<file path="src/hdl/assert_macros.svh">
// Assertion macros for the LED PWM frame generator RTL (included by lpwm_back).
// Uses the clk and rst_n names of the module that includes this file.
`ifndef ASSERT_MACROS_SVH
`define ASSERT_MACROS_SVH
`ifndef SYNTHESIS
`define LPWM_ASSERT(lbl, cond, msg) \
  lbl: assert property (@(posedge clk) disable iff (!rst_n) (cond)) else $error(msg);
`define LPWM_ASSERT_IMP(lbl, ante, cons, msg) \
  lbl: assert property (@(posedge clk) disable iff (!rst_n) (ante) |-> (cons)) else $error(msg);
`define LPWM_ASSERT_NEXT(lbl, ante, cons, msg) \
  lbl: assert property (@(posedge clk) disable iff (!rst_n) (ante) |=> (cons)) else $error(msg);
`else
`define LPWM_ASSERT(lbl, cond, msg)
`define LPWM_ASSERT_IMP(lbl, ante, cons, msg)
`define LPWM_ASSERT_NEXT(lbl, ante, cons, msg)
`endif
`endif

</file>
<file path="src/hdl/lpwm_pkg.sv">
// Shared types and constants for the bicolor LED PWM frame generator.
// No dependencies; used by lpwm_queue, lpwm_front, lpwm_back and the top module.
package lpwm_pkg;

  localparam int NUM_LEDS_DEF    = 16;
  localparam int FRAME_BYTES_DEF = 4;
  localparam int PWM_W           = 4;
  localparam int QDEPTH          = 2;

  // Command codes as they arrive on the input channel.
  localparam logic [1:0] CMD_SET   = 2'd0;
  localparam logic [1:0] CMD_FRAME = 2'd1;
  localparam logic [1:0] CMD_CLEAR = 2'd2;

  typedef enum logic [1:0] {
    OP_SET,
    OP_FRAME,
    OP_CLEAR
  } op_kind_t;

  // One classified item as it waits in the queue.
  typedef struct packed {
    op_kind_t   op;
    logic       bad;
    logic [7:0] idx;
    logic [7:0] green;
    logic [3:0] red;
  } op_t;

endpackage

</file>
<file path="src/hdl/lpwm_in_if.sv">
// Input channel of the LED PWM frame generator: valid/ready plus command fields.
// No dependencies.
interface lpwm_in_if;
  logic       valid;
  logic       ready;
  logic [1:0] cmd;
  logic [7:0] led_index;
  logic [7:0] green_duty;
  logic [7:0] red_duty;

  modport source (output valid, cmd, led_index, green_duty, red_duty, input ready);
  modport sink   (input valid, cmd, led_index, green_duty, red_duty, output ready);
endinterface

</file>
<file path="src/hdl/lpwm_out_if.sv">
// Result channel of the LED PWM frame generator: valid/ready plus result fields.
// No dependencies.
interface lpwm_out_if;
  logic       valid;
  logic       ready;
  logic       is_frame_byte;
  logic [7:0] frame_byte;
  logic       last_byte;
  logic       status;

  modport source (output valid, is_frame_byte, frame_byte, last_byte, status, input ready);
  modport sink   (input valid, is_frame_byte, frame_byte, last_byte, status, output ready);
endinterface

</file>
<file path="src/hdl/lpwm_queue.sv">
// Short queue of classified items between the front and back parts.
// Depends on lpwm_pkg.
module lpwm_queue (
  input  logic           clk,
  input  logic           rst_n,
  input  logic           push,
  input  lpwm_pkg::op_t  push_data,
  output logic           push_ready,
  input  logic           pop,
  output logic           head_valid,
  output lpwm_pkg::op_t  head
);

  localparam int PTR_W = (lpwm_pkg::QDEPTH > 1) ? $clog2(lpwm_pkg::QDEPTH) : 1;
  localparam int CNT_W = $clog2(lpwm_pkg::QDEPTH + 1);

  lpwm_pkg::op_t    q_r [lpwm_pkg::QDEPTH];
  logic [PTR_W-1:0] wr_ptr_r, wr_ptr_nxt;
  logic [PTR_W-1:0] rd_ptr_r, rd_ptr_nxt;
  logic [CNT_W-1:0] cnt_r, cnt_nxt;
  logic             do_push, do_pop;

  always_comb begin
    push_ready = cnt_r != CNT_W'(lpwm_pkg::QDEPTH);
    head_valid = cnt_r != '0;
    head       = q_r[rd_ptr_r];
    do_push    = push && push_ready;
    do_pop     = pop && head_valid;
    wr_ptr_nxt = wr_ptr_r;
    rd_ptr_nxt = rd_ptr_r;
    if (do_push) begin
      wr_ptr_nxt = (wr_ptr_r == PTR_W'(lpwm_pkg::QDEPTH - 1)) ? '0 : wr_ptr_r + 1'b1;
    end
    if (do_pop) begin
      rd_ptr_nxt = (rd_ptr_r == PTR_W'(lpwm_pkg::QDEPTH - 1)) ? '0 : rd_ptr_r + 1'b1;
    end
    cnt_nxt = cnt_r;
    if (do_push && !do_pop) begin
      cnt_nxt = cnt_r + 1'b1;
    end else if (do_pop && !do_push) begin
      cnt_nxt = cnt_r - 1'b1;
    end
  end

  always_ff @(posedge clk) begin
    if (!rst_n) begin
      wr_ptr_r <= '0;
      rd_ptr_r <= '0;
      cnt_r    <= '0;
    end else begin
      wr_ptr_r <= wr_ptr_nxt;
      rd_ptr_r <= rd_ptr_nxt;
      cnt_r    <= cnt_nxt;
    end
  end

  always_ff @(posedge clk) begin
    if (do_push) begin
      q_r[wr_ptr_r] <= push_data;
    end
  end

endmodule

</file>
<file path="src/hdl/lpwm_front.sv">
// Front part: accepts input items, decodes the command and range-checks the LED index.
// Depends on lpwm_pkg and lpwm_in_if.
module lpwm_front #(
  parameter int NUM_LEDS = lpwm_pkg::NUM_LEDS_DEF
) (
  lpwm_in_if.sink        in_ch,
  output logic           push,
  output lpwm_pkg::op_t  push_data,
  input  logic           push_ready
);

  always_comb begin
    in_ch.ready     = push_ready;
    push            = 1'b0;
    push_data.op    = lpwm_pkg::OP_SET;
    push_data.bad   = in_ch.led_index >= 8'(NUM_LEDS);
    push_data.idx   = in_ch.led_index;
    push_data.green = in_ch.green_duty;
    push_data.red   = in_ch.red_duty[3:0];
    case (in_ch.cmd)
      lpwm_pkg::CMD_SET: begin
        push = in_ch.valid;
      end
      lpwm_pkg::CMD_FRAME: begin
        push         = in_ch.valid;
        push_data.op = lpwm_pkg::OP_FRAME;
      end
      lpwm_pkg::CMD_CLEAR: begin
        push         = in_ch.valid;
        push_data.op = lpwm_pkg::OP_CLEAR;
      end
      default: begin
        // Unused command: the item is taken and dropped without a result.
        push = 1'b0;
      end
    endcase
  end

endmodule

</file>
<file path="src/hdl/lpwm_back.sv">
// Back part: holds live and mirrored duties and the PWM count, executes queued items
// and drives the registered result channel. Depends on lpwm_pkg, lpwm_out_if, macros.
`include "assert_macros.svh"

module lpwm_back #(
  parameter int NUM_LEDS    = lpwm_pkg::NUM_LEDS_DEF,
  parameter int FRAME_BYTES = lpwm_pkg::FRAME_BYTES_DEF
) (
  input  logic           clk,
  input  logic           rst_n,
  input  logic           head_valid,
  input  lpwm_pkg::op_t  head,
  output logic           pop,
  lpwm_out_if.source     out_ch
);

  localparam int LED_W  = $clog2(NUM_LEDS);
  localparam int BYTE_W = (FRAME_BYTES > 1) ? $clog2(FRAME_BYTES) : 1;
  localparam int SEL_W  = BYTE_W + 2;
  localparam int IW     = ((SEL_W > LED_W) ? SEL_W : LED_W) + 1;
  localparam logic [BYTE_W-1:0] LAST_BYTE = BYTE_W'(FRAME_BYTES - 1);

  logic [7:0]                 live_g_r   [NUM_LEDS];
  logic [3:0]                 live_r_r   [NUM_LEDS];
  logic [7:0]                 mirror_g_r [NUM_LEDS];
  logic [3:0]                 mirror_r_r [NUM_LEDS];
  logic [lpwm_pkg::PWM_W-1:0] pwm_r;
  logic [BYTE_W-1:0]          byte_r;

  logic       out_valid_r;
  logic       is_frame_r, is_frame_nxt;
  logic [7:0] frame_byte_r, frame_byte_nxt;
  logic       last_r, last_nxt;
  logic       status_r, status_nxt;

  logic emit, is_frame, is_last, copy;

  always_comb begin
    logic [IW-1:0] led_sel;
    logic [7:0]    g;
    logic [3:0]    r;
    emit     = head_valid && (!out_valid_r || out_ch.ready);
    is_frame = head.op == lpwm_pkg::OP_FRAME;
    is_last  = byte_r == LAST_BYTE;
    // A new PWM period takes its duties straight from the live values.
    copy     = is_frame && (pwm_r == '0) && (byte_r == '0);
    pop      = emit && (!is_frame || is_last);

    frame_byte_nxt = '0;
    g              = '0;
    r              = '0;
    for (int j = 0; j < 4; j++) begin
      led_sel = IW'({byte_r, 2'(j)});
      if (led_sel < IW'(NUM_LEDS)) begin
        g = copy ? live_g_r[led_sel[LED_W-1:0]] : mirror_g_r[led_sel[LED_W-1:0]];
        r = copy ? live_r_r[led_sel[LED_W-1:0]] : mirror_r_r[led_sel[LED_W-1:0]];
        frame_byte_nxt[7-2*j] = {4'b0000, pwm_r} < g;
        frame_byte_nxt[6-2*j] = pwm_r > (4'hF - r);
      end
    end

    is_frame_nxt = is_frame;
    last_nxt     = is_frame && is_last;
    status_nxt   = (head.op == lpwm_pkg::OP_SET) && head.bad;
    if (!is_frame) begin
      frame_byte_nxt = '0;
    end
  end

  always_ff @(posedge clk) begin
    if (!rst_n) begin
      out_valid_r <= 1'b0;
      pwm_r       <= '0;
      byte_r      <= '0;
      for (int i = 0; i < NUM_LEDS; i++) begin
        live_g_r[i]   <= '0;
        live_r_r[i]   <= '0;
        mirror_g_r[i] <= '0;
        mirror_r_r[i] <= '0;
      end
    end else begin
      if (emit) begin
        out_valid_r <= 1'b1;
      end else if (out_ch.ready) begin
        out_valid_r <= 1'b0;
      end
      if (emit) begin
        case (head.op)
          lpwm_pkg::OP_SET: begin
            if (!head.bad) begin
              live_g_r[head.idx[LED_W-1:0]] <= head.green;
              live_r_r[head.idx[LED_W-1:0]] <= head.red;
            end
          end
          lpwm_pkg::OP_CLEAR: begin
            for (int i = 0; i < NUM_LEDS; i++) begin
              live_g_r[i] <= '0;
              live_r_r[i] <= '0;
            end
          end
          lpwm_pkg::OP_FRAME: begin
            if (copy) begin
              for (int i = 0; i < NUM_LEDS; i++) begin
                mirror_g_r[i] <= live_g_r[i];
                mirror_r_r[i] <= live_r_r[i];
              end
            end
            if (is_last) begin
              byte_r <= '0;
              pwm_r  <= pwm_r + 1'b1;
            end else begin
              byte_r <= byte_r + 1'b1;
            end
          end
          default: begin
            byte_r <= byte_r;
          end
        endcase
      end
    end
  end

  always_ff @(posedge clk) begin
    if (emit) begin
      is_frame_r   <= is_frame_nxt;
      frame_byte_r <= frame_byte_nxt;
      last_r       <= last_nxt;
      status_r     <= status_nxt;
    end
  end

  assign out_ch.valid         = out_valid_r;
  assign out_ch.is_frame_byte = is_frame_r;
  assign out_ch.frame_byte    = frame_byte_r;
  assign out_ch.last_byte     = last_r;
  assign out_ch.status        = status_r;

  `LPWM_ASSERT(a_byte_range, byte_r <= LAST_BYTE, "frame byte counter out of range")
  `LPWM_ASSERT_IMP(a_mid_frame, byte_r != '0, head_valid && is_frame, "frame lost its item")
  `LPWM_ASSERT_NEXT(a_pwm_hold, !(emit && is_frame && is_last), $stable(pwm_r), "pwm moved early")

endmodule

</file>
<file path="src/hdl/bicolor_led_pwm_frame_generator.sv">
// Sixteen-channel green/red LED PWM frame generator for shift-register chains.
// A set or clear item yields one status result through the registered output, so
// such items stream at one per cycle while out_ch.ready is high. A frame item yields
// FRAME_BYTES frame bytes, one per cycle through the single output register while
// out_ch.ready is high, and holds the back part until its last byte; the last byte
// carries last_byte for the latch. A two-entry queue takes new items during a frame.
// Depends on lpwm_pkg, lpwm_in_if, lpwm_out_if, lpwm_front, lpwm_queue, lpwm_back.
module bicolor_led_pwm_frame_generator #(
  parameter int NUM_LEDS    = lpwm_pkg::NUM_LEDS_DEF,
  parameter int FRAME_BYTES = lpwm_pkg::FRAME_BYTES_DEF
) (
  input  logic        clk,
  input  logic        rst_n,
  lpwm_in_if.sink     in_ch,
  lpwm_out_if.source  out_ch
);

  logic          push, push_ready, pop, head_valid;
  lpwm_pkg::op_t push_data, head;

  lpwm_front #(
    .NUM_LEDS (NUM_LEDS)
  ) u_front (
    .in_ch      (in_ch),
    .push       (push),
    .push_data  (push_data),
    .push_ready (push_ready)
  );

  lpwm_queue u_queue (
    .clk        (clk),
    .rst_n      (rst_n),
    .push       (push),
    .push_data  (push_data),
    .push_ready (push_ready),
    .pop        (pop),
    .head_valid (head_valid),
    .head       (head)
  );

  lpwm_back #(
    .NUM_LEDS    (NUM_LEDS),
    .FRAME_BYTES (FRAME_BYTES)
  ) u_back (
    .clk        (clk),
    .rst_n      (rst_n),
    .head_valid (head_valid),
    .head       (head),
    .pop        (pop),
    .out_ch     (out_ch)
  );

endmodule
</file>
<file path="src/flat_wrapper.sv">
// flat-port wrapper written by rule: the top's interface ports become plain ports
module bicolor_led_pwm_frame_generator_flat 
#(
  parameter int NUM_LEDS    = lpwm_pkg::NUM_LEDS_DEF,
  parameter int FRAME_BYTES = lpwm_pkg::FRAME_BYTES_DEF
)
  (clk, rst_n, in_ch_valid, in_ch_cmd, in_ch_led_index, in_ch_green_duty, in_ch_red_duty, in_ch_ready, out_ch_valid, out_ch_is_frame_byte, out_ch_frame_byte, out_ch_last_byte, out_ch_status, out_ch_ready);
  lpwm_in_if in_ch_i ();
  lpwm_out_if out_ch_i ();
  input  logic clk;
  input  logic rst_n;
  input wire logic [$bits(in_ch_i.valid)-1:0] in_ch_valid;
  input wire logic [$bits(in_ch_i.cmd)-1:0] in_ch_cmd;
  input wire logic [$bits(in_ch_i.led_index)-1:0] in_ch_led_index;
  input wire logic [$bits(in_ch_i.green_duty)-1:0] in_ch_green_duty;
  input wire logic [$bits(in_ch_i.red_duty)-1:0] in_ch_red_duty;
  output wire logic [$bits(in_ch_i.ready)-1:0] in_ch_ready;
  output wire logic [$bits(out_ch_i.valid)-1:0] out_ch_valid;
  output wire logic [$bits(out_ch_i.is_frame_byte)-1:0] out_ch_is_frame_byte;
  output wire logic [$bits(out_ch_i.frame_byte)-1:0] out_ch_frame_byte;
  output wire logic [$bits(out_ch_i.last_byte)-1:0] out_ch_last_byte;
  output wire logic [$bits(out_ch_i.status)-1:0] out_ch_status;
  input wire logic [$bits(out_ch_i.ready)-1:0] out_ch_ready;
  assign in_ch_i.valid = in_ch_valid;
  assign in_ch_i.cmd = in_ch_cmd;
  assign in_ch_i.led_index = in_ch_led_index;
  assign in_ch_i.green_duty = in_ch_green_duty;
  assign in_ch_i.red_duty = in_ch_red_duty;
  assign in_ch_ready = in_ch_i.ready;
  assign out_ch_valid = out_ch_i.valid;
  assign out_ch_is_frame_byte = out_ch_i.is_frame_byte;
  assign out_ch_frame_byte = out_ch_i.frame_byte;
  assign out_ch_last_byte = out_ch_i.last_byte;
  assign out_ch_status = out_ch_i.status;
  assign out_ch_i.ready = out_ch_ready;
  bicolor_led_pwm_frame_generator #(.NUM_LEDS(NUM_LEDS), .FRAME_BYTES(FRAME_BYTES)) u_core (.clk(clk), .rst_n(rst_n), .in_ch(in_ch_i), .out_ch(out_ch_i));
endmodule
</file>
<file path="config.mk">
export PLATFORM = sky130hd
export DESIGN_NAME = bicolor_led_pwm_frame_generator_flat
export DESIGN_NICKNAME = d
export VERILOG_FILES = /design/src/hdl/lpwm_pkg.sv /design/src/hdl/lpwm_in_if.sv /design/src/hdl/lpwm_out_if.sv /design/src/hdl/lpwm_queue.sv /design/src/hdl/lpwm_front.sv /design/src/hdl/lpwm_back.sv /design/src/hdl/bicolor_led_pwm_frame_generator.sv /design/src/flat_wrapper.sv
export VERILOG_INCLUDE_DIRS = /design/src /design/src/hdl
export SDC_FILE = /design/constraint.sdc
export NUM_CORES = 1
export LEC_CHECK = 0
export BUFFER_PORTS_ARGS = -buffer_cell sky130_fd_sc_hd__buf_2
export CAP_MARGIN = 15
export CORE_AREA = 5 5 216 218
export CTS_CLUSTER_DIAMETER = 200
export DETAILED_ROUTE_END_ITERATION = 7
export DIE_AREA = 0 0 221 223
export HOLD_SLACK_MARGIN = 0.12
export SYNTH_ARGS = -nofsm -noshare
export SYNTH_HDL_FRONTEND = slang
export SYNTH_SLANG_ARGS = --single-unit
export TNS_END_PERCENT = 1
</file>
<file path="constraint.sdc">
create_clock -name clk -period 22.1 [get_ports clk]
set_clock_uncertainty 0.1 [all_clocks]
set_input_delay 1.105 -clock clk [delete_from_list [all_inputs] [get_ports clk]]
set_output_delay 1.105 -clock clk [all_outputs]
set_load 0.01 [all_outputs]
</file>
==> results of run 1 <==
[cell usage in the layout, fill, tap and decap left out, drive strengths merged, types with 2 or more instances in the layout]
| cell | synthesis | final |
|---|---|---|
| nor2 | 42 | 42 |
| mux2i | 115 | 115 |
| or3 | 6 | 6 |
| nor2b | 7 | 7 |
| o32a | 2 | 2 |
| xnor2 | 2 | 2 |
| inv | 13 | 13 |
| and3 | 2 | 2 |
| o22ai | 2 | 2 |
| bufinv | 0 | 5 |
| nand3 | 7 | 7 |
| a21oi | 23 | 23 |
| and2 | 195 | 195 |
| buf | 30 | 91 |
| nor4 | 16 | 16 |
| or4 | 13 | 13 |
| a22oi | 3 | 3 |
| nor3 | 198 | 198 |
| a31oi | 9 | 9 |
| nand2 | 18 | 18 |
| o21ai | 26 | 26 |
| dfxtp | 14 | 14 |
| nand4 | 4 | 4 |
| clkbuf | 76 | 61 |
| clkinv | 0 | 17 |
| ha | 33 | 33 |
| nand2b | 8 | 8 |
| edfxtp | 433 | 433 |
| mux4 | 36 | 36 |
| a211oi | 4 | 4 |
| a41oi | 4 | 4 |
| mux2 | 14 | 14 |
| xor2 | 5 | 5 |
| o221a | 2 | 2 |
| o311a | 3 | 3 |
[final timing paths]
path / from / to / slack (ns) / depth (start not counted)
worst min register to register: u_core.u_back.byte_r[1]$_SDFFE_PN0P_ / register / 0.40 / 2
worst min-delay path: u_core.u_back.byte_r[1]$_SDFFE_PN0P_ / register / 0.40 / 2
worst max register to register: register / u_core.u_back.out_ch.frame_byte[7]$_SDFFCE_PP0N_ / 17.45 / 9
worst max-delay path: register / u_core.u_back.out_ch.frame_byte[7]$_SDFFCE_PP0N_ / 17.45 / 9
[state kept, by name, summed over array words and instances (netlist names), named ones only]
register and cells:
u_core.u_queue.q_r 38, u_core.u_back.out_ch.frame_byte 8, u_core.u_back.mirror_r_r 64, u_core.u_back.out_ch.last_byte 1, u_core.u_queue.rd_ptr_r 1, u_core.u_back.pwm_r 4
u_core.u_back.out_ch.is_frame_byte 1, u_core.u_back.live_r_r 64, u_core.u_back.mirror_g_r 128, u_core.u_queue.wr_ptr_r 1, u_core.u_queue.cnt_r 2, u_core.u_back.out_ch.valid 1
u_core.u_back.live_g_r 128, u_core.u_back.byte_r 2, u_core.u_back.out_ch.status 1
[area by class of cell]
| type | count | area share, % |
|---|---|---|
| Clock buffer | 61 | 5.84 |
| Clock inverter | 22 | 1.01 |
| Inverter | 13 | 0.219 |
| Multi-Input combinational cell | 807 | 27.2 |
| Sequential cell | 447 | 59.6 |
| Tap cell | 600 | 3.37 |
| Timing Repair Buffer | 91 | 2.70 |
[layer usage]
layer / part of all wire [%] / up-vias
li1: - / 5297
met1: 42 / 5666
met2: 49 / 247
met3: 5.7 / 75
met4: 2.8 / 0
met5: 0 / -
[kinds of logic (layout without fill, tap and decap cells)]
kind of cell               Yosys count  after routing
buffers and inverters              119            187
muxes                              165            165
xor gates and xnor gates             7              7
and+or+nand+nor                    518            518
AOI/OAI and AO/OA                   84             84
adders and majority gates           33             33
DFF                                447            447
[stage by stage]
step / cells / power [mW] / area, um^2 / setup slack [ns] / util, %
final: 2041 / 2.42 / 22300 / 17.45 / 49.9
after CTS: 2041 / 2.44 / 22300 / 17.35 / 49.9
after global routing: 2041 / 2.53 / 22300 / 17.11 / 49.9
after detailed placement: 1958 / 1.66 / 20800 / 17.31 / 46.4
after floorplan: 1373 / 1.49 / 19700 / 5.44 / -
after global placement: 1956 / 1.64 / 20700 / 17.24 / 46.4
[report_power, final]
group	internal, mW	switching (mW)
Combinational	0.178	0.331
Clock	0.470	0.313
Sequential	1.08	0.0492
[worst max-delay path, delay by kind of cell, from the launching register on]
family | cells | cell delay, ns
fa+ha+maj | 1 | 0.21
mux | 2 | 0.72
flops | 1 | 0.90
compound gates | 2 | 0.37
simple gates | 2 | 0.59
buf+inv | 2 | 1.51
==> impl_metrics.toml, run 1 <==
[critical_path]
setup.worst_path.class = "register to register"
cp-start-kind = "register"
critical_path_arrival_ns = 4.96
required_ns = 22.40
crit_chain = "buf_4 > buf_4 > mux2i_1 > mux4_2 > ha_1 > nor4_1 > nand2_1 > a21o_1 > a41oi_1"
cpPeakStageDelay_ns = 0.90
end_kind = "register"
slowest_stage = "dfxtp_4"
worstPathMaxFanout = 51
crit_path_frequent_cell = "buf_4"

[sta]
setup_violations = 0
rsz0062_at_grt = "false"
finalHoldViolations = 0
fin_crit_ns = 4.65
finalCritPeriodShare_pct = 21.1
setup_tns_ns = 0
worst_hold_slack_ns = 0.397
worst_pin_slew_ns = 0.961
slew_violations = 0
relSlewSlack_pct = 35.9
max_freq_mhz = 215

[power]
p_leak_nw = 7.58
power_density_nw_per_um2 = 108
ir_drop_mv = 0.0843

[logic_synthesis]
synthMuxAreaShare_pct = 10.7
synth-edff-count = 433
synth_compound_area_share_pct = 2.70
ys_top_cells_by_area = "edfxtp_1 (66%), and2_1 (6.2%), mux2i_1 (5.8%)"
netlist.area_leader.share_pct = 65.9
synth_seq_area_share_pct = 67.3
syn_nets = 1436
synth_fa_ha_area_share_pct = 2.09
synth_xor_area_share_pct = 0.311
yosys_register_bits = 447
synth.avg_cell_area_um2 = 14.4
synth_commonest_cells = "edfxtp_1 (433), nor3_1 (198), and2_1 (195)"
synth_cells = 1373
synthArstFlopShare_pct = 0
ys_types = 44
ys_warn_count = 0
netlist_area_um2 = 19700
synth.most_common_cell = "edfxtp_1"
yosys.area_share.simple_pct = 14.5
yosys.area.top_type = "edfxtp_1"
synth_flop_cell = "edfxtp_1"
synth_top_family_by_area = "simple AND/OR/NAND/NOR gates"

[cts]
cts_setup_buffers = 0
post_cts_resize_count = 0
clkTransAtPathRegs_ns = 0.06
cts_max_path_buffers = 3
htreeDepth = 2
cts_buffers = 47
clock-sinks = 447
tritoncts = "built"
root_buffer = "clkbuf_16"
hold_buffers = 0
clock_latency_ns = 0.58

[layout]
area_growth_pct = 12.9
nNetsFinal = 1470
seqCellArea_um2 = 13300
n_antenna_cell = 0
multi_input_area_um2 = 6070
nFillCells = 3848
drive_gt1_share_pct = 15.4

[global_route]
use_met2_pct = 30.1
use_met3_pct = 4.03
antenna_found_initial = 0
overflow = 0
use_met1_pct = 22.5
groute.usage.overall_pct = 17.6
grt_pass1_wl_um = 67400
grt_pass1_vias = 11768
grt_max_degree = 97
busiest_layer = "met2"

[routing]
vias = 11285
post_drt_wl_per_cell_um = 21.4
drtIter0Drc = 733
wl_um = 43600
route.detailed.drc = 0
ant_nets = 0
viasPerCell = 5.53
drt_pre_antenna_iters = 5

[die]
fp.dieH_um = 223
dieArea_um2 = 49300
core_um2 = 44700
start_util_pct = 44.2
die_w_um = 221
io-pin-count = 43
rows = 78

[status]
outcome = "finished, final reports clean"

[flow_run]
max_cap_violations = 0

[place]
portBuffers = 38
gp_congestion = 0.737
hpwl_um = 24700

[min_path]
min_path_type = "register to register"
No activity file was read; power rests on OpenSTA's default activity.
==> inputs of run 2 (changes only) <==
- clock period: 22.1 -> 4.2 ns (I/O delays scaled with it)
==> impl_metrics.toml, run 2 (synthesized netlist as in run 1, its figures left out) <==
[status]
outcome = "finished, final reports clean"

[cts]
cts_buffers = 46
clkTransAtPathRegs_ns = 0.06
clock-sinks = 447
hold_buffers = 24
root_buffer = "clkbuf_16"
clock_latency_ns = 0.57
tritoncts = "built"
htreeDepth = 2
cts_setup_buffers = 0
post_cts_resize_count = 0
cts_max_path_buffers = 3

[place]
gp_congestion = 0.747
hpwl_um = 26400
place_area_um2 = 20900
portBuffers = 38

[global_route]
grt_pass1_wl_um = 67700
busiest_layer = "met2"
use_met1_pct = 22.7
grt_pass1_vias = 11648
overflow = 0
antenna_found_initial = 0
use_met3_pct = 3.24
grt_max_degree = 125
groute.usage.overall_pct = 17.5
use_met2_pct = 30.8

[critical_path]
crit_path_end = "u_core.u_back.out_ch.frame_byte[7]$_SDFFCE_PP0N_"
crit_chain = "inv_2 > ha_1 > nand4bb_1 > nor2_4 > buf_12 > mux4_2 > ha_1 > nor4_1 > nand2_1 > a21o_1 > a41oi_1"
required_ns = 4.50
r2r-end = "u_core.u_back.out_ch.frame_byte[7]$_SDFFCE_PP0N_"
worstPathMaxFanout = 23
cpPeakStageDelay_ns = 0.53
critical_path_arrival_ns = 3.81
setup.worst_path.class = "register to register"
crit_path_frequent_cell = "ha_1"
end_kind = "register"
rr_worst_depth = 11
slowest_stage = "mux4_2"
reg2reg_slack_ns = 0.69
worstSetupStartpoint = "u_core.u_back.pwm_r[0]$_SDFFE_PN0P_"
cp-start-kind = "register"
worstReg2RegStart = "u_core.u_back.pwm_r[0]$_SDFFE_PN0P_"

[die]
core_um2 = 44700
rows = 78
dieArea_um2 = 49300
fp.dieH_um = 223
io-pin-count = 43
start_util_pct = 44.2
die_w_um = 221

[layout]
nNetsFinal = 1509
n_antenna_cell = 0
area_growth_pct = 14.3
largestRegisters = "u_core.u_back.live_g_r (128), u_core.u_back.mirror_g_r (128)"
fin_area_um2 = 22600
drive_gt1_share_pct = 16.4
final_common_cell = "edfxtp_1"
multi_input_area_um2 = 6100
most-common-layout-cells = "edfxtp_1 (433), nor3_1 (197), and2_1 (195)"
nFillCells = 3837
seqCellArea_um2 = 13300

[sta]
fin_crit_ns = 3.51
slew_violations = 0
finalHoldViolations = 0
worst_pin_slew_ns = 1.14
relSlewSlack_pct = 22.5
setup_violations = 0
max_freq_mhz = 285
finalCritPeriodShare_pct = 83.5
rsz0062_at_grt = "false"

[power]
power_density_nw_per_um2 = 553
p_leak_nw = 7.71
design_power_total_mw = 12.5
ir_drop_mv = 0.500

[routing]
wl_um = 42900
drt_pre_antenna_iters = 5
viasPerCell = 5.46
vias = 11349
drtIter0Drc = 674
ant_nets = 0
route.detailed.drc = 0
post_drt_wl_per_cell_um = 20.7

[flow_run]
max_cap_violations = 0

[min_path]
min_path_type = "input port to register"
-- run 2: changes by cell type in the layout (fill, tap and decap cells not counted), moves of 3 or more --
cell	previous run	this run
buf_12	1	4
buf_4	52	64
bufinv_16	5	2
clkbuf_1	9	13
dfxtp_1	12	8
dfxtp_2	1	5
dlygate4sd3_1	0	24
-- run 2: metrics by stage --
step | hold WS (ns) | util, % | instances | setup slack [ns] | setup TNS (ns)
floorplan | 0.209 | - | 1373 | -0.357 | -68.62
global placement | 0.300 | 46.9 | 1973 | 0.738 | 0
detailed placement | 0.302 | 46.9 | 1973 | 0.682 | 0
CTS | 0.226 | 50.5 | 2076 | 0.671 | 0
global route | 0.260 | 50.5 | 2077 | 0.473 | 0
finish | 0.267 | 50.5 | 2077 | 0.691 | 0
-- run 2: power by group --
group          internal [mW]  switching [mW]  leakage, nW
Clock                   2.19            1.64        0.668
Sequential              5.66           0.312         4.57
Combinational           1.00            1.68         2.47
Total                   8.85            3.63         7.71
-- run 2: cell type report --
cell class | instances | share of cell area (%)
Clock inverter | 18 | 0.621
Inverter | 13 | 0.216
Tap cell | 600 | 3.33
Sequential cell | 447 | 58.9
Timing Repair Buffer | 131 | 4.44
Multi-Input combinational cell | 807 | 27.0
Clock buffer | 61 | 5.49
-- run 2: per-layer routing --
| metal | vias up | share of wire [%] |
|---|---|---|
| met2 | 228 | 51 |
| met3 | 55 | 4.4 |
| li1 | 5362 | - |
| met5 | - | 0 |
| met1 | 5704 | 43 |
| met4 | 0 | 1.7 |
-- run 2: worst min-delay path by stage --
stage | from | to | slack, ns | depth (start not counted)
6_report | in_ch_green_duty[5] | u_core.u_queue.q_r[1][9]$_DFFE_PP_ | 0.27 | 2
5_1_grt | in_ch_red_duty[2] | u_core.u_queue.q_r[1][2]$_DFFE_PP_ | 0.26 | 2
4_1_cts | in_ch_green_duty[0] | u_core.u_queue.q_r[0][4]$_DFFE_PP_ | 0.23 | 2
3_5_place_dp | in_ch_green_duty[7] | u_core.u_queue.q_r[0][11]$_DFFE_PP_ | 0.30 | 1
3_3_place_gp | in_ch_led_index[0] | u_core.u_queue.q_r[1][12]$_DFFE_PP_ | 0.30 | 1
2_1_floorplan | in_ch_red_duty[0] | u_core.u_queue.q_r[0][0]$_DFFE_PP_ | 0.21 | 0
-- run 2: worst max-delay path: cells and delay by family, from the launching register on --
family / cells / cell delay (ns)
muxes: 1 / 0.53
AOI/OAI and AO/OA: 2 / 0.39
buffers and inverters: 2 / 0.50
DFF: 1 / 0.45
adders and majority gates: 2 / 0.42
and+or+nand+nor: 4 / 0.93
==> inputs of run 3 (changes only) <==
- clock period: 4.2 -> 3.65 ns (I/O delays scaled with it)
==> impl_metrics.toml, run 3 (synthesized netlist as in run 1, its figures left out) <==
[status]
outcome = "finished, final reports clean"

[cts]
clkTransAtPathRegs_ns = 0.06
cts_setup_buffers = 0
cts_max_path_buffers = 3
tritoncts = "built"
cts_buffers = 47
root_buffer = "clkbuf_16"
clock_latency_ns = 0.57
post_cts_resize_count = 0
clock-sinks = 447
htreeDepth = 2

[routing]
vias = 11262
wl_um = 42900
post_drt_wl_per_cell_um = 20.5
ant_nets = 0
drt_pre_antenna_iters = 5
route.detailed.drc = 0
viasPerCell = 5.38
drtIter0Drc = 743

[sta]
finalHoldViolations = 0
rsz0062_at_grt = "false"
setup_violations = 0
fin_ws_ns = 0.328
setup_tns_ns = 0
worst_hold_slack_ns = 0.234
relSlewSlack_pct = 25.8
max_freq_mhz = 301
finalCritPeriodShare_pct = 91.0
slew_violations = 0
fin_crit_ns = 3.32
worst_pin_slew_ns = 1.09

[critical_path]
end_kind = "register"
cp-start-kind = "register"
worstPathMaxFanout = 11
critical_path_arrival_ns = 3.62
setup.worst_path.class = "register to register"
required_ns = 3.94

[layout]
nFillCells = 3840
largestRegisters = "u_core.u_back.live_g_r (128), u_core.u_back.mirror_g_r (128)"
area_growth_pct = 15.1
final_common_cell = "edfxtp_1"
nNetsFinal = 1526
n_antenna_cell = 0
fin_cells = 2094
most-common-layout-cells = "edfxtp_1 (433), nor3_1 (197), and2_1 (195)"
drive_gt1_share_pct = 17.4
seqCellArea_um2 = 13300
multi_input_area_um2 = 6100

[die]
core_um2 = 44700
start_util_pct = 44.2
die_w_um = 221
rows = 78
dieArea_um2 = 49300
fp.dieH_um = 223
io-pin-count = 43

[power]
ir_drop_mv = 0.409
design_power_total_mw = 14.4
power_density_nw_per_um2 = 633
p_leak_nw = 7.81

[place]
pre_cts_ws_ns = 0.344
portBuffers = 38
dp.cells = 1988
gp_congestion = 0.748
hpwl_um = 26900

[flow_run]
max_cap_violations = 0

[global_route]
grt_pass1_wl_um = 67100
overflow = 0
grt_pass1_vias = 11604
antenna_found_initial = 0
grt_max_degree = 105
groute.usage.overall_pct = 17.4

[min_path]
min_path_type = "input port to register"
[run 3: where the power goes]
group	total, mW	leakage, nW	switching, mW	internal (mW)
Clock	4.37	0.683	1.87	2.50
Combinational	3.19	2.55	1.99	1.20
Sequential	6.82	4.57	0.306	6.52
Total	14.4	7.81	4.17	10.2
[run 3: final timing paths]
kind	end	start	depth (start not counted)	slack, ns
setup / recovery	u_core.u_back.out_ch.frame_byte[5]$_SDFFCE_PP0N_	u_core.u_back.pwm_r[0]$_SDFFE_PN0P_	10	0.33
hold / removal	u_core.u_queue.q_r[0][2]$_DFFE_PP_	in_ch_red_duty[2]	2	0.23
setup reg to reg	u_core.u_back.out_ch.frame_byte[5]$_SDFFCE_PP0N_	u_core.u_back.pwm_r[0]$_SDFFE_PN0P_	10	0.33
hold reg to reg	register	u_core.u_back.byte_r[1]$_SDFFE_PN0P_	2	0.40
[run 3: routing by layer]
metal	vias up	share of wire (%)	global-route usage, %
met5	-	0	0
met4	0	2.0	4.36
met3	58	4.0	2.93
met2	215	50	30.2
met1	5601	44	23.0
li1	5388	-	-
[run 3: critical path, cell delays in order, from the launching register on]
cell       delay (ns)
dfxtp_1          0.31
inv_2            0.18
ha_1             0.22
nand4bb_1        0.18
nor2_4           0.31
buf_12           0.21
mux4_2           0.50
ha_1             0.21
nor4_1           0.53
a31oi_1          0.15
a41oi_1          0.23
[run 3: repair_timing]
| action | in CTS | in global routing |
|---|---|---|
| hold buffers | 26 | 0 |
| hold endpoints to repair | 53 | 0 |
| setup endpoints to repair | 0 | 0 |
[run 3: area by class of cell]
class	count	area share (%)
clock buffers	66	5.81
clock inverters	14	0.292
inverters	13	0.215
multi-input cells	807	26.8
flip-flops and latches	447	58.5
well taps	600	3.30
repair buffers	147	5.05
[run 3: through the flow]
| step | util (%) | instance area (um^2) |
|---|---|---|
| floorplan | - | 19800 |
| global placement | 47.2 | 21100 |
| detailed placement | 47.2 | 21100 |
| CTS | 50.8 | 22700 |
| global route | 50.8 | 22700 |
| finish | 50.8 | 22700 |
